<file path="config.mk">
export PLATFORM = sky130hd
export DESIGN_NAME = fifo_free_list_block_pool_unit
export DESIGN_NICKNAME = d
export VERILOG_FILES = /design/src/sv/ffbp_pkg.sv /design/src/sv/fifo_free_list_block_pool_unit.sv /design/src/sv/ffbp_ctrl.sv /design/src/sv/ffbp_datapath.sv
export SDC_FILE = /design/constraint.sdc
export NUM_CORES = 1
export LEC_CHECK = 0
export BUFFER_PORTS_ARGS = -buffer_cell sky130_fd_sc_hd__buf_2
export CORE_MARGIN = 8
export CORE_UTILIZATION = 56
export DETAILED_ROUTE_END_ITERATION = 10
export PLACE_DENSITY = 0.83
export RECOVER_POWER = 25
export SLEW_MARGIN = 5
export SYNTH_ARGS = -nofsm -noshare
export SYNTH_HDL_FRONTEND = slang
export SYNTH_SLANG_ARGS = --single-unit
</file>
<file path="constraint.sdc">
create_clock -name clk_i -period 2.4 [get_ports clk_i]
set_input_delay 0.6 -clock clk_i [delete_from_list [all_inputs] [get_ports clk_i]]
set_output_delay 0.6 -clock clk_i [all_outputs]
set_load 0.05 [all_outputs]
</file>
<file path="src/sv/ffbp_pkg.sv">
// ----------------------------------------------------------------------------
// ffbp_pkg
// Shared types and constants for the fixed block pool free-list allocator.
// ----------------------------------------------------------------------------
`timescale 1ns / 1ps
`default_nettype none

package ffbp_pkg;

  localparam int unsigned POOL_SIZE = 32;
  localparam int unsigned IDX_W     = 5;
  localparam int unsigned CNT_W     = 6;

  typedef enum logic [1:0] {
    ST_OK    = 2'd0,
    ST_EMPTY = 2'd1,
    ST_RANGE = 2'd2,
    ST_FULL  = 2'd3
  } status_e;

  localparam logic KIND_ALLOC   = 1'b0;
  localparam logic KIND_RELEASE = 1'b1;

  typedef struct packed {
    logic load_req;
    logic rd_link;
    logic commit;
  } ctl_cmd_t;

endpackage

`default_nettype wire

</file>
<file path="src/sv/fifo_free_list_block_pool_unit.sv">
// ----------------------------------------------------------------------------
// fifo_free_list_block_pool_unit
// Fixed block pool allocator with a FIFO-ordered linked free list.
// ----------------------------------------------------------------------------
// Usage:
//   Request channel: drive kind_i (0 allocate, 1 release) and release_index_i
//   and raise start; the item is taken at a rising edge with start high and
//   busy low. busy stays high while the item is read and committed.
//   Result channel: result_valid_o pulses for one cycle with granted_o,
//   granted_index_o, status_o and blocks_free_o; the receiver cannot stall
//   and must take the item in that cycle.
//   Result timing: the result is registered after the sequencer's commit state.
//   Sequencing: no new item is taken while busy, since the sequencer reads the
//   link store at the head (registered read) before committing the update.
//   A new item may be accepted in the same cycle the previous result shows.
//   Reset: the free list holds blocks 0 to POOL_SIZE-1 in order, all free;
//   link entries read their reset value until first written, so no clearing
//   pass is needed and the block is ready right after reset.
// ----------------------------------------------------------------------------
`timescale 1ns / 1ps
`default_nettype none

module fifo_free_list_block_pool_unit (
  input  wire logic                        clk_i,
  input  wire logic                        rst_ni,
  input  wire logic                        start,
  output logic                             busy,
  input  wire logic                        kind_i,
  input  wire logic [ffbp_pkg::IDX_W-1:0]  release_index_i,
  output logic                             result_valid_o,
  output logic                             granted_o,
  output logic [ffbp_pkg::IDX_W-1:0]       granted_index_o,
  output logic [1:0]                       status_o,
  output logic [ffbp_pkg::CNT_W-1:0]       blocks_free_o
);
  import ffbp_pkg::*;

  ctl_cmd_t cmd;

  ffbp_ctrl u_ctrl (
    .clk_i  (clk_i),
    .rst_ni (rst_ni),
    .start  (start),
    .busy   (busy),
    .cmd_o  (cmd)
  );

  ffbp_datapath u_dp (
    .clk_i           (clk_i),
    .rst_ni          (rst_ni),
    .cmd_i           (cmd),
    .kind_i          (kind_i),
    .release_index_i (release_index_i),
    .result_valid_o  (result_valid_o),
    .granted_o       (granted_o),
    .granted_index_o (granted_index_o),
    .status_o        (status_o),
    .blocks_free_o   (blocks_free_o)
  );

  a_grant_ok: assert property (@(posedge clk_i) disable iff (!rst_ni)
    (result_valid_o && granted_o) |-> (status_o == ST_OK))
    else $error("grant with error status");

  a_nogrant_idx: assert property (@(posedge clk_i) disable iff (!rst_ni)
    (result_valid_o && !granted_o) |-> (granted_index_o == '0))
    else $error("index without grant");

  a_count_max: assert property (@(posedge clk_i) disable iff (!rst_ni)
    blocks_free_o <= CNT_W'(POOL_SIZE))
    else $error("free count above pool size");

  a_result_after_accept: assert property (@(posedge clk_i) disable iff (!rst_ni)
    (start && !busy) |-> ##3 result_valid_o)
    else $error("missing result after accepted item");

endmodule

`default_nettype wire

</file>
<file path="src/sv/ffbp_ctrl.sv">
// ----------------------------------------------------------------------------
// ffbp_ctrl
// Sequencer: capture item, read link store at head, commit list update.
// ----------------------------------------------------------------------------
`timescale 1ns / 1ps
`default_nettype none

module ffbp_ctrl (
  input  wire logic              clk_i,
  input  wire logic              rst_ni,
  input  wire logic              start,
  output logic                   busy,
  output ffbp_pkg::ctl_cmd_t     cmd_o
);
  import ffbp_pkg::*;

  typedef enum logic [2:0] {
    S_IDLE = 3'b001,
    S_READ = 3'b010,
    S_DONE = 3'b100
  } state_e;

  state_e state_q, state_d;

  always_comb begin
    state_d       = state_q;
    cmd_o         = '0;
    case (state_q)
      S_IDLE: begin
        if (start) begin
          cmd_o.load_req = 1'b1;
          state_d        = S_READ;
        end
      end
      S_READ: begin
        cmd_o.rd_link = 1'b1;
        state_d       = S_DONE;
      end
      S_DONE: begin
        cmd_o.commit = 1'b1;
        state_d      = S_IDLE;
      end
      default: state_d = S_IDLE;
    endcase
  end

  assign busy = (state_q != S_IDLE);

  always_ff @(posedge clk_i or negedge rst_ni) begin
    if (!rst_ni) begin
      state_q <= S_IDLE;
    end else begin
      state_q <= state_d;
    end
  end

endmodule

`default_nettype wire

</file>
<file path="src/sv/ffbp_datapath.sv">
// ----------------------------------------------------------------------------
// ffbp_datapath
// Head, tail, free count, link store and result registers.
// ----------------------------------------------------------------------------
`timescale 1ns / 1ps
`default_nettype none

module ffbp_datapath (
  input  wire logic                        clk_i,
  input  wire logic                        rst_ni,
  input  wire ffbp_pkg::ctl_cmd_t          cmd_i,
  input  wire logic                        kind_i,
  input  wire logic [ffbp_pkg::IDX_W-1:0]  release_index_i,
  output logic                             result_valid_o,
  output logic                             granted_o,
  output logic [ffbp_pkg::IDX_W-1:0]       granted_index_o,
  output logic [1:0]                       status_o,
  output logic [ffbp_pkg::CNT_W-1:0]       blocks_free_o
);
  import ffbp_pkg::*;

  logic             kind_q;
  logic [IDX_W-1:0] idx_q;
  logic [IDX_W-1:0] head_q, head_d;
  logic [IDX_W-1:0] tail_q, tail_d;
  logic [CNT_W-1:0] cnt_q, cnt_d;

  logic [IDX_W-1:0] link_mem [POOL_SIZE];
  logic [POOL_SIZE-1:0] link_vld_q;
  logic [IDX_W-1:0] link_rd_q;
  logic             link_rd_vld_q;
  logic [IDX_W-1:0] link_dflt;
  logic [IDX_W-1:0] link_next;

  logic             wr_en;
  logic             res_granted;
  logic [IDX_W-1:0] res_index;
  status_e          res_status;

  logic             valid_q;
  logic             granted_q;
  logic [IDX_W-1:0] gidx_q;
  status_e          status_q;

  // unwritten entries hold their reset link: next block, wrapping at the end
  assign link_dflt = (head_q == IDX_W'(POOL_SIZE - 1)) ? '0 : head_q + IDX_W'(1);
  assign link_next = link_rd_vld_q ? link_rd_q : link_dflt;

  always_comb begin
    head_d      = head_q;
    tail_d      = tail_q;
    cnt_d       = cnt_q;
    wr_en       = 1'b0;
    res_granted = 1'b0;
    res_index   = '0;
    res_status  = ST_OK;
    if (kind_q == KIND_ALLOC) begin
      if (cnt_q == '0) begin
        res_status = ST_EMPTY;
      end else begin
        res_granted = 1'b1;
        res_index   = head_q;
        head_d      = link_next;
        cnt_d       = cnt_q - CNT_W'(1);
      end
    end else begin
      if (CNT_W'(idx_q) >= CNT_W'(POOL_SIZE)) begin
        res_status = ST_RANGE;
      end else if (cnt_q >= CNT_W'(POOL_SIZE)) begin
        res_status = ST_FULL;
      end else begin
        if (cnt_q == '0) begin
          head_d = idx_q;
        end else begin
          wr_en = 1'b1;
        end
        tail_d = idx_q;
        cnt_d  = cnt_q + CNT_W'(1);
      end
    end
  end

  always_ff @(posedge clk_i) begin
    if (cmd_i.load_req) begin
      kind_q <= kind_i;
      idx_q  <= release_index_i;
    end
    if (cmd_i.rd_link) begin
      link_rd_q     <= link_mem[head_q];
      link_rd_vld_q <= link_vld_q[head_q];
    end
    if (cmd_i.commit && wr_en) begin
      link_mem[tail_q] <= idx_q;
    end
    if (cmd_i.commit) begin
      granted_q <= res_granted;
      gidx_q    <= res_index;
      status_q  <= res_status;
    end
  end

  always_ff @(posedge clk_i or negedge rst_ni) begin
    if (!rst_ni) begin
      head_q     <= '0;
      tail_q     <= IDX_W'(POOL_SIZE - 1);
      cnt_q      <= CNT_W'(POOL_SIZE);
      link_vld_q <= '0;
      valid_q    <= 1'b0;
    end else begin
      valid_q <= cmd_i.commit;
      if (cmd_i.commit) begin
        head_q <= head_d;
        tail_q <= tail_d;
        cnt_q  <= cnt_d;
        if (wr_en) begin
          link_vld_q[tail_q] <= 1'b1;
        end
      end
    end
  end

  assign result_valid_o  = valid_q;
  assign granted_o       = granted_q;
  assign granted_index_o = gidx_q;
  assign status_o        = status_q;
  assign blocks_free_o   = cnt_q;

endmodule

`default_nettype wire
</file>
==> summary by stage, run 1 <==
Logic synthesis
The biggest area contributor in the post-synthesis netlist is sky130_fd_sc_hd__edfxtp_1. The area share of the largest cell type after synthesis is 0.5678. For this run, the number of Yosys warnings is 0. Counting flops and latches in the post-synthesis netlist gives 232. Each instance of the synthesized netlist takes up on average approximately 17 µm². The net count after synthesis is roughly 590. The netlist area before placement is 9519 µm². The dominant register cell in the synthesized netlist is sky130_fd_sc_hd__edfxtp_1. The number of unique standard cell types used by synthesis is 46. The sequential area share after synthesis is 0.7054.

The cell count after synthesis is 573. By area the synthesized netlist is led by sky130_fd_sc_hd__edfxtp_1 (57%), sky130_fd_sc_hd__dfrtp_1 (12%), sky130_fd_sc_hd__mux2i_1 (6.6%). The number of flops mapped to enable cells by yosys is 180. The share of flip-flops with an asynchronous set or reset after synthesis is 0.2241.

Critical path
The class of the most critical setup path is reg2reg. The critical path buffer and inverter count is 0. The family with the most delay on the worst path is simple AND/OR/NAND/NOR gates. The largest fanout of any net on the critical path is 8. The worst setup path is launched from a register. The largest incremental delay on the critical path is approximately 0.43 ns. The cell with the largest stage delay on the worst path is sky130_fd_sc_hd__nor2_1. Data on the critical path arrives at its endpoint at about 2.5 ns. Walking the worst path, the cells encountered are nor3b_4 > nand3_2 > nor3_2 > nand3_1 > nor2_1. The kind of end point of the critical path is a register. The required arrival time at the worst endpoint is about 2.6 ns.

STA
The setup TNS after final layout is 0 ns. At the pin with the least slew margin, the transition time is around 1.7 ns. Setup violations remaining at the end of the flow were counted as 0. Of the available clock period, the critical path in the final layout requires 0.9922.

The headroom to the max-slew limit is -0.1095. Setup repair after global routing could not meet its margin everywhere. The setup slack of the critical path after layout is 0.01862 ns. The final hold slack is 0.2684 ns. The clock period could shrink to 2.381 ns. The number of failing hold endpoints at the final stage came to 0. Timing would allow up to ~420 MHz.

The clock skew is 0.01359 ns. The final-report max-slew violation count is 64.

Clocking
The clock net in this run drives a total of 232 sinks. After clock tree synthesis, the clock-pin slew on the worst setup and hold paths is 0.06 ns. In this run, post-CTS hold repair placed 0 buffers. Clock latency on the worst-skew pair, taken at its later pin, is 0.51 ns. The CTS tree is yes.

The depth of the CTS H-tree is 1. In this run the post-CTS setup repair buffer count came out at 0. CTS placed an instance of sky130_fd_sc_hd__clkbuf_16 at the clock tree root. The number of gates resized after CTS was 1. The clock tree buffer depth is 3. Buffers inserted during clock tree synthesis total 22.

Power and ir drop
The fraction of power spent switching nets is 0.3183. The clock share of power is 0.281. The sequential group share of total power is 0.433. The maximum VDD drop is around 0.60 mV. In this run the power spent charging and discharging nets is 3709 µW. The areal power density over the cells is 1078 nW/µm². The total internal power is 7944 µW. For this design the static power due to leakage is 0.003777 µW. The combinational share of power is 0.286.

Place
Routability-driven placement finished with a final weighted congestion of 0.9030. The wire-length estimate of the detail-placed layout is 12.65 mm. The post-placement setup slack is -0.2156 ns. Buffers placed on the I/O ports in this run total 24.

Run
The max capacitance violation total is 2.

Die
The count of boundary I/O pins is 25. The die span in x is 146.4 µm. The count of standard-cell rows is 47. The die is 146.4 µm tall. The starting density of the core is 0.5740. The placeable core area is about 17,000 µm². The die covers around 21,000 µm².

Route
The final wirelength is 20.25 mm. The count of vias placed by the detailed router is 5,355. The count of TritonRoute iterations in the first routing pass is 6. The post-route antenna net violation count is 0.

The initial detailed-routing violation count is 544. The remaining design rule violation count is 0. The post-detailed-route wirelength per cell is 23.57 µm.

The via density per instance is 6.234.

Global routing
The via count of the first global-routing pass is approximately 5,700. The total global routing track utilization is 0.1896. The overflow left after global routing is 0.

The number of antenna violations at the first check in global routing was 0. The largest net degree at the start of global routing is 35. The first global-routing pass estimated between 30 and 40 mm of wire.

Status
The run finished, with violations left. The checks that failed: capacitance limit, slew limit.

Finish
The total number of nets in the final design is between 600 and 700. The fraction of layout cells with a size suffix above 1 is 0.2660. 0 antenna diodes ended up in the layout. The growth of design area from synthesis to finish is 13.55%.

Hold path
In this run the worst hold path is classified as in2reg.
## per-stage QoR
| stage | power [µW] | cells | utilization | instance area [µm²] |
|---|---|---|---|---|
| after floorplan | 7299 | 573 | - | 9524 |
| after detailed placement | 8346 | 819 | 0.6068 | 10060 |
| after CTS | 11610 | 859 | 0.6482 | 10750 |
| after global placement | 8236 | 819 | 0.6068 | 10060 |
| final | 11650 | 859 | 0.6518 | 10810 |
| after global routing | 12070 | 859 | 0.6518 | 10810 |
## layout by cell type, fill, tap and decap left out, drive strengths merged, types with 8 or more instances in the layout
cell / netlist / routed
edfxtp: 180 / 180
mux2i: 63 / 63
buf: 18 / 51
dfrtp: 45 / 45
nor2: 40 / 40
o21bai: 33 / 33
clkbuf: 12 / 32
mux4: 24 / 24
nand2: 24 / 24
a22o: 12 / 12
o21ai: 12 / 12
clkinv: 0 / 11
a21oi: 10 / 10
nor3: 9 / 9
mux2: 9 / 9
a22oi: 8 / 8
## logic make-up (layout without fill, tap and decap cells)
| logic type | after synthesis | after routing | share of synthesized area |
|---|---|---|---|
| buf+inv | 37 | 103 | 0.01735 |
| compound gates | 92 | 92 | 0.07111 |
| xor+xnor | 7 | 7 | 0.006441 |
| mux | 96 | 96 | 0.1356 |
| fa+ha+maj | 7 | 7 | 0.009989 |
| flops | 232 | 232 | 0.7054 |
| simple gates | 102 | 102 | 0.05402 |
## final timing paths
check,endpoint,slack [ns],depth (start not counted),startpoint
setup / recovery,u_dp.link_mem[27][1],0.02,5,u_ctrl.state_q[1]
hold / removal,u_dp.idx_q[2],0.27,1,release_index_i[2]
setup reg to reg,u_dp.link_mem[27][1],0.02,5,u_ctrl.state_q[1]
hold reg to reg,u_dp.link_vld_q[29],0.47,1,u_dp.link_vld_q[29]
max in group asynchronous,u_dp.link_vld_q[28],0.58,2,rst_ni
min in group asynchronous,u_dp.blocks_free_o[4],0.49,1,rst_ni
## worst reg2reg max path: stages, from the launching register on
cell and delay, ns:
sky130_fd_sc_hd__dfrtp_1 0.42, sky130_fd_sc_hd__nor3b_4 0.23, sky130_fd_sc_hd__nand3_2 0.17, sky130_fd_sc_hd__nor3_2 0.41
sky130_fd_sc_hd__nand3_1 0.37, sky130_fd_sc_hd__nor2_1 0.43
## final cells by class
cell class                 count  area [µm²]
clock buffer                  27       590.6
clock inverter                13       90.09
fill                        1063        5774
inverter                       7       26.28
multi-input combinational    304        2716
sequential                   232        6720
tap                          220       275.3
timing repair buffer          56       390.4
## layer usage
layer	routed length, µm	global-route usage	vias up
li1	-	-	2311
met1	7910	0.2351	2726
met2	10090	0.3220	260
met3	1565	0.03554	58
met4	675	0.07883	0
met5	0	0	-
## state kept, by name, summed over array words and instances (netlist names)
signal and count:
u_dp.result_valid_o 1, u_dp.status_o 2, u_dp.head_q 5, u_dp.kind_q 1
u_dp.tail_q 5, u_dp.granted_o 1, u_dp.link_rd_q 5, u_dp.idx_q 5
u_dp.granted_index_o 5, u_ctrl.state_q 3, u_dp.link_rd_vld_q 1, u_dp.blocks_free_o 6
u_dp.link_mem 160, u_dp.link_vld_q 32
## synthesized netlist by cell type (9+ instances only)
master,n
sky130_fd_sc_hd__a22o_1,12
sky130_fd_sc_hd__edfxtp_1,180
sky130_fd_sc_hd__nor3_1,9
sky130_fd_sc_hd__o21ai_0,11
sky130_fd_sc_hd__o21bai_1,33
sky130_fd_sc_hd__nand2_1,24
sky130_fd_sc_hd__dfrtp_1,45
sky130_fd_sc_hd__mux4_2,24
sky130_fd_sc_hd__nor2_1,39
sky130_fd_sc_hd__mux2i_1,63
sky130_fd_sc_hd__a21oi_1,10
sky130_fd_sc_hd__buf_2,9
sky130_fd_sc_hd__clkbuf_1,12
## power groups by stage
stage	sequential, µW	clock [µW]	combinational (µW)
2_1_floorplan	5220	0	2080
3_3_place_gp	5080	0	3160
3_5_place_dp	5100	0	3240
4_1_cts	5030	3300	3280
5_1_grt	5070	3460	3540
6_report	5040	3280	3340
Note: power is estimated with default switching activity, not from simulation.
==> run 2, diff against run 1 <==
ABC_CLOCK_PERIOD_IN_PS = 2400   (was unset)
MAX_ROUTING_LAYER = met4   (was unset)
==> run 2 against run 1 <==
Compared with the run above:
- the flow still finishes with violations (capacitance limit, slew limit)
- count of clock-buffer cells in the layout unchanged
- die area stayed put
- largest power group unchanged
- clock power barely moved
- non-clock buffer count is the same
- worst setup slack better by 0.011 ns
==> summary by stage, run 2 (same netlist as run 1, synthesis figures left out) <==
STA
The number of failing hold endpoints at the final stage is 0. Setup violations remaining at the end of the flow were counted as 0. The clock arrives with 0.01105 ns of skew. The headroom to the max-slew limit is -0.1038.

The part of the cycle the worst path needs is 0.9876. The maximum clock frequency is 421.9 MHz. The final-report max-slew violation count is 64. Setup repair after global routing could not meet its margin everywhere. The post-layout minimum cycle time is 2.370 ns.

The final hold slack is 0.2710 ns. The slew of the pin with the lowest slew margin is ~1.7 ns. In the post-route analysis, the smallest setup slack over all paths is 0.02965 ns.

Finish
The flip-flop count of the largest register after layout is between 150 and 200. In the final layout, the share of cells above drive strength 1 is 0.2660. The largest registers in the layout are u_dp.link_mem x160, u_dp.link_vld_q x32, u_dp.blocks_free_o x6. The number of cells in the finished layout apart from fillers is around 860. Once layout is complete, the utilization of the core stands at 0.6517.

The number of antenna diodes is 0. The largest register by flop count is u_dp.link_mem. The library cells used most frequently in the layout, excluding fill and tap cells, are sky130_fd_sc_hd__edfxtp_1 (180), sky130_fd_sc_hd__mux2i_1 (63), sky130_fd_sc_hd__dfrtp_1 (43). The growth of design area from synthesis to finish is 13.53%.

The total number of nets in the final design is 639. The library cell used most frequently in the layout, excluding fill and tap cells, is sky130_fd_sc_hd__edfxtp_1.

Clocking
At the later pin of the worst-skew pair, clock insertion delay measures 0.50 ns. Clock tree synthesis found a total of 232 sinks. The clock root buffer master is sky130_fd_sc_hd__clkbuf_16.

The CTS tree is yes. Clock-pin slew was measured on the worst setup and hold paths at 0.06 ns. After clock tree synthesis, the setup repair step added 0 buffers.

The number of buffers inserted during clock tree synthesis is 22. No sink is reached through more buffers than the 3 on the longest clock path. CTS built an H-tree with a depth of 1.

Route
The count of TritonRoute iterations in the first routing pass is 6. The detailed router finished its first iteration with 531 violations. After detailed routing, the total wire length is 20.21 mm.

The via density per instance is 6.241. The remaining design rule violation count is 0. The post-route antenna net violation count is 0. The post-detailed-route wirelength per cell is 23.52 µm. The routed layout has approximately 5,400 vias.

Power and ir drop
The overall power of the completed layout is 11,640 µW. The switching power summed over all nets is 3692 µW. The internal portion of the total power is between 7000 and 8000 µW.

The combinational share of power is 0.286. The share of total power dissipated in the clock network is 0.281. For this design the ratio of total power to cell area is 1077 nW/µm². The standby leakage power is 0.003776 µW. VDD sags by at most around 0.6 mV. The sequential group share of total power is 0.433. The fraction of power spent switching nets is 0.3173.

Global routing
For this run, global-route usage on met3 was measured as 0.03585. The number of antenna violations at the first check in global routing is 0. The met1 demand-to-capacity share in global routing is 0.2357.

The via count of the first global-routing pass is 5,687. In the global route stage, overall resource usage came out at 0.1954. The total overflow left after global routing is 0. The global-route met2 utilization is 0.3211. Entering global routing, the biggest net connects 35 pins.

The global routing's busiest layer is met2. The first global-routing pass estimated 32.07 mm of wire.

Critical path
STA classifies the critical path startpoint as a register. The endpoint identified for the worst register-to-register timing path is u_dp.link_mem[27][1]. The critical path buffer and inverter count is 0. The critical path goes through nor3b_4 > nand3_2 > nor3_2 > nand3_1 > nor2_1. The setup slack on the worst flop-to-flop path is 0.03 ns.

The startpoint identified for the worst register-to-register timing path is u_ctrl.state_q[1]. The critical path is of the reg2reg type. The worst path arrival time is roughly 2.5 ns. The largest fanout of any net on the critical path is 8.

The worst setup path is captured at a register. At the worst endpoint, the required time is 2.55 ns. The cell family contributing the most delay on the critical path is simple AND/OR/NAND/NOR gates. The logic depth of the worst register-to-register path is 5. The critical path runs through a total of 5 cells. The cell with the largest stage delay on the worst path is sky130_fd_sc_hd__nor2_1. The last element of the critical path is u_dp.link_mem[27][1]. The first element of the critical path is u_ctrl.state_q[1]. The largest incremental delay on the critical path is about 0.43 ns.

Hold path
In this run the most critical hold path is launched from release_index_i[2]. The class of the most critical hold timing path is in2reg.

Place
The detailed placement HPWL is 12.65 mm. At the placement stage, the worst setup path has a slack of -0.2156 ns. The port buffer count is 24. The placed instance count is 819. The placer's final routability congestion estimate is 0.9185.

Run
The max capacitance violation total is 2.

Die
From bottom edge to top edge, the die measures 146.4 µm. The die is 146.4 µm wide. The area of the die is 21,430 µm². For this configuration, the core starts out at a cell density of 0.5740.

Pin placement for this block handled 25 I/O pins. The region available for standard cell placement spans 16,580 µm². The count of standard-cell rows is 47.

Status
The final reports fail on capacitance limit, slew limit. The flow ran to the end, but the final reports show violations.
==> run 2: cell count changes in the layout (fill, tap and decap cells not counted), sizes merged <==
cell	delta
clkbuf	+1
buf	-1
==> run 2: worst min-delay path by stage <==
| stage | to | slack (ns) | depth (start not counted) |
|---|---|---|---|
| finish | u_dp.idx_q[2] | 0.27 | 1 |
| global route | u_dp.idx_q[1] | 0.26 | 1 |
| global placement | u_dp.link_vld_q[15] | 0.45 | 1 |
| floorplan | u_ctrl.state_q[1] | 0.30 | 0 |
| CTS | u_dp.blocks_free_o[1] | 0.15 | 1 |
| detailed placement | u_dp.link_vld_q[30] | 0.46 | 1 |
==> run 2: layout make-up <==
| type | instances | area (µm²) |
|---|---|---|
| fill | 1064 | 5777 |
| sequential | 232 | 6720 |
| tap | 220 | 275.3 |
| clock inverter | 13 | 90.09 |
| timing repair buffer | 56 | 387.9 |
| multi-input combinational | 304 | 2716 |
| clock buffer | 27 | 590.6 |
| inverter | 7 | 26.28 |
==> run 2: timing repair <==
| action | 4_1_cts | 5_1_grt |
|---|---|---|
| cloned | 0 | 0 |
| setup endpoints to repair | 80 | 146 |
| hold buffers | 0 | 0 |
| hold endpoints to repair | 0 | 0 |
| gates resized for setup | 1 | 30 |
==> run 2: metal layers <==
layer,up-vias,share of wire
li1,2313,-
met1,2729,0.39
met3,47,0.077
met2,272,0.51
met4,0,0.027
met5,-,0
==> run 2: worst reg2reg max path: stages, from the launching register on <==
cell	delay [ns]
sky130_fd_sc_hd__dfrtp_1	0.42
sky130_fd_sc_hd__nor3b_4	0.23
sky130_fd_sc_hd__nand3_2	0.17
sky130_fd_sc_hd__nor3_2	0.40
sky130_fd_sc_hd__nand3_1	0.37
sky130_fd_sc_hd__nor2_1	0.43
==> run 2: power by group through the flow <==
stage	Clock (µW)	Sequential [µW]	Combinational, µW
2_1_floorplan	0	5220	2080
3_3_place_gp	0	5080	3160
3_5_place_dp	0	5100	3240
4_1_cts	3300	5030	3280
5_1_grt	3460	5070	3540
6_report	3270	5040	3330
==> run 2: through the flow <==
step | TNS, ns | instance area [µm²]
finish | 0 | 10810
global route | -2.744 | 10810
CTS | 0 | 10750
detailed placement | -13.37 | 10060
global placement | -5.783 | 10060
floorplan | 0 | 9524
==> run 3, diff against run 2 <==
ABC_CLOCK_PERIOD_IN_PS = 1900   (was 2400)
clock period = 1.9 ns   (was 2.4 ns; I/O delays follow)
==> run 3 against run 2 <==
Compared with the run above:
- the flow finishes with violations (setup timing)
- hold slack worse by 0.14 ns
- cell count is 5.8% higher
- count of clock-buffer cells in the layout is 1 lower
- critical path depth is 2 lower
- design area is 12% higher
- flip-flop and latch count stayed put
- critical endpoint is now busy
==> summary by stage, run 3 (same netlist as run 1, synthesis figures left out) <==
Die
The initial utilization of the core area, before any placement, comes to 0.5740. 25 I/O pins were placed. The die is 146.4 µm tall. In this run the standard cell core region covers 16,580 µm².

The area of the die is 21,430 µm². After floorplanning, the core was divided into 47 placement rows. The die span in x is 146.4 µm.

Finish
The fraction of layout cells with a size suffix above 1 is 0.4107. From synthesis to final layout, the design area changed by 27.34%. The number of antenna diodes in the final layout is 0. The register with the most flip-flops in the layout has between 150 and 200 of them.

The largest registers in the layout are u_dp.link_mem x160, u_dp.link_vld_q x32, u_dp.blocks_free_o x6. The area taken by multi-input logic gates is 3364 µm². The most common cell after layout, fill and taps aside is sky130_fd_sc_hd__edfxtp_1.

The final layout contains approximately 690 nets. The largest register by flop count is u_dp.link_mem. The total area of sequential cells is 6725 µm².

The number of fill cells in the layout is 889. In the layout the commonest cells are sky130_fd_sc_hd__edfxtp_1 (180), sky130_fd_sc_hd__mux2i_1 (49), sky130_fd_sc_hd__buf_4 (44). The cell area after layout is roughly 12,000 µm².

Critical path
At the worst endpoint, the required time is 1.42 ns. The endpoint of the lowest-slack register-to-register path is u_dp.head_q[1]. The worst setup path is captured at an output pin. The worst register-to-register path begins at u_dp.blocks_free_o[1]. The worst register-to-register path has a depth of 6.

The worst setup path is launched from a register. The class of the most critical setup path is reg2out. The worst path arrival time is 1.73 ns. The largest fanout of any net on the critical path is 2. For flop-to-flop paths, the worst setup slack is -0.19 ns.

Clocking
Clock tree synthesis found a total of 232 sinks. In this run the number of H-tree levels came out at 1. After clock tree synthesis, the clock-pin slew on the worst setup and hold paths is ~0.060 ns.

The cell sitting at the root of the clock tree is a sky130_fd_sc_hd__clkbuf_16. The number of buffers inserted during clock tree synthesis is 23. The clock tree buffer depth is 3.

TritonCTS built the clock tree. The later pin in the worst-skew pair is clocked with a latency of roughly 0.52 ns.

STA
The clock skew is 0.01632 ns. For the pin with the worst max-slew slack, the measured transition is 1.131 ns. The final hold slack is 0.1360 ns. Once routing completed, OpenROAD measured the worst setup slack at -0.3005 ns. The headroom to the max-slew limit is 0.2461.

The setup TNS after final layout is -23.17 ns. The final-report max-slew violation count is 0. The maximum clock frequency is 454.5 MHz. After layout, the minimum clock period comes to 2.200 ns. Of the available clock period, the critical path in the final layout requires 1.158. The number of failing hold endpoints at the final stage was 0.

Setup repair after global routing could not meet its margin everywhere. Setup violations remaining at the end of the flow were counted as 213.

Global routing
The overflow left after global routing is 0. The via count of the first global-routing pass came to 5,954. Entering global routing, the biggest net connects 36 pins.

The number of antenna violations at the first check in global routing is 0. The first global-routing pass estimated 35.67 mm of wire. In the global route stage, overall resource usage came out at 0.2220.

Place
Summing all placed instances gives a cell area of 10,490 µm². The post-placement setup slack is -0.2264 ns. The placer's final routability congestion estimate is between 0.9 and 1. The port buffer count is 24. The detailed placement HPWL is about 13 mm.

Route
The remaining design rule violation count is 0. Dividing the detail-routed via count by the number of cells gives 6.490. The count of vias placed by the detailed router is approximately 5,900. The post-route antenna net violation count is 0. The final wirelength is 24.49 mm.

The count of TritonRoute iterations in the first routing pass is 5. The post-detailed-route wirelength per cell is 26.94 µm. The detailed router finished its first iteration with 611 violations.

Power and ir drop
The maximum VDD drop is 1.064 mV. The standby leakage power is between 0.004 and 0.005 µW. The areal power density over the cells is about 1400 nW/µm².

The overall power of the completed layout is roughly 17,000 µW.

Status
The checks that failed: setup timing. The flow ran to the end, but the final reports show violations.

Hold path
In this run the worst hold path is classified as in2reg. The number of cells on the worst hold path is 1. The startpoint identified for the worst hold timing path is release_index_i[2]. The worst hold path terminates at u_dp.idx_q[2].

Run
The max capacitance violation total is 0.
[run 3: through the flow]
step,std cells,utilization
2_1_floorplan,573,-
3_3_place_gp,839,0.6326
3_5_place_dp,839,0.6326
6_report,909,0.7309
5_1_grt,909,0.7309
4_1_cts,903,0.7128
[run 3: where the power goes]
part | internal [µW] | switching, µW | leakage (µW) | total [µW]
sequential | 6020 | 366 | 0.00231 | 6380
clock | 2500 | 1900 | 0.000357 | 4400
combinational | 2660 | 3380 | 0.00151 | 6040
total | 11200 | 5650 | 0.00417 | 16800
[run 3: how the worst max path moves through the flow]
stage / startpoint / end / slack, ns
finish: u_ctrl.state_q[0] / busy / -0.30
global route: u_ctrl.state_q[0] / busy / -0.33
CTS: u_ctrl.state_q[0] / busy / -0.30
detailed placement: u_ctrl.state_q[1] / u_dp.link_mem[22][1] / -0.23
global placement: u_ctrl.state_q[1] / u_dp.link_mem[21][1] / -0.17
floorplan: u_ctrl.state_q[1] / u_dp.link_mem[16][0] / -0.30
[run 3: critical path: stages (launching register included)]
cell and delay, ns:
sky130_fd_sc_hd__dfstp_2 0.56, sky130_fd_sc_hd__buf_6 0.10, sky130_fd_sc_hd__or3b_4 0.38, sky130_fd_sc_hd__buf_8 0.16
[run 3: per-layer routing]
metal / global-route usage / wire (µm) / part of all wire
met5: - / 0 / 0
met4: 0.09377 / 1019 / 0.042
met3: 0.04203 / 1884 / 0.077
met2: 0.3625 / 12550 / 0.51
met1: 0.2679 / 9037 / 0.37
[run 3: cell type report]
cell class | instances | share of cell area
Sequential cell | 232 | 0.5548
Inverter | 7 | 0.002477
Timing Repair Buffer | 103 | 0.08320
Clock inverter | 16 | 0.01084
Clock buffer | 26 | 0.04841
Multi-Input combinational cell | 305 | 0.2776
Tap cell | 220 | 0.02271
[run 3: repair_timing]
item / CTS / global route
cloned: 2 / 0
setup endpoints to repair: 196 / 215
gates resized for setup: 75 / 54
buffers inserted: 22 / 11
pin swaps: 16 / 19
endpoints found under the hold margin: 13 / 0
hold buffers: 1 / 0
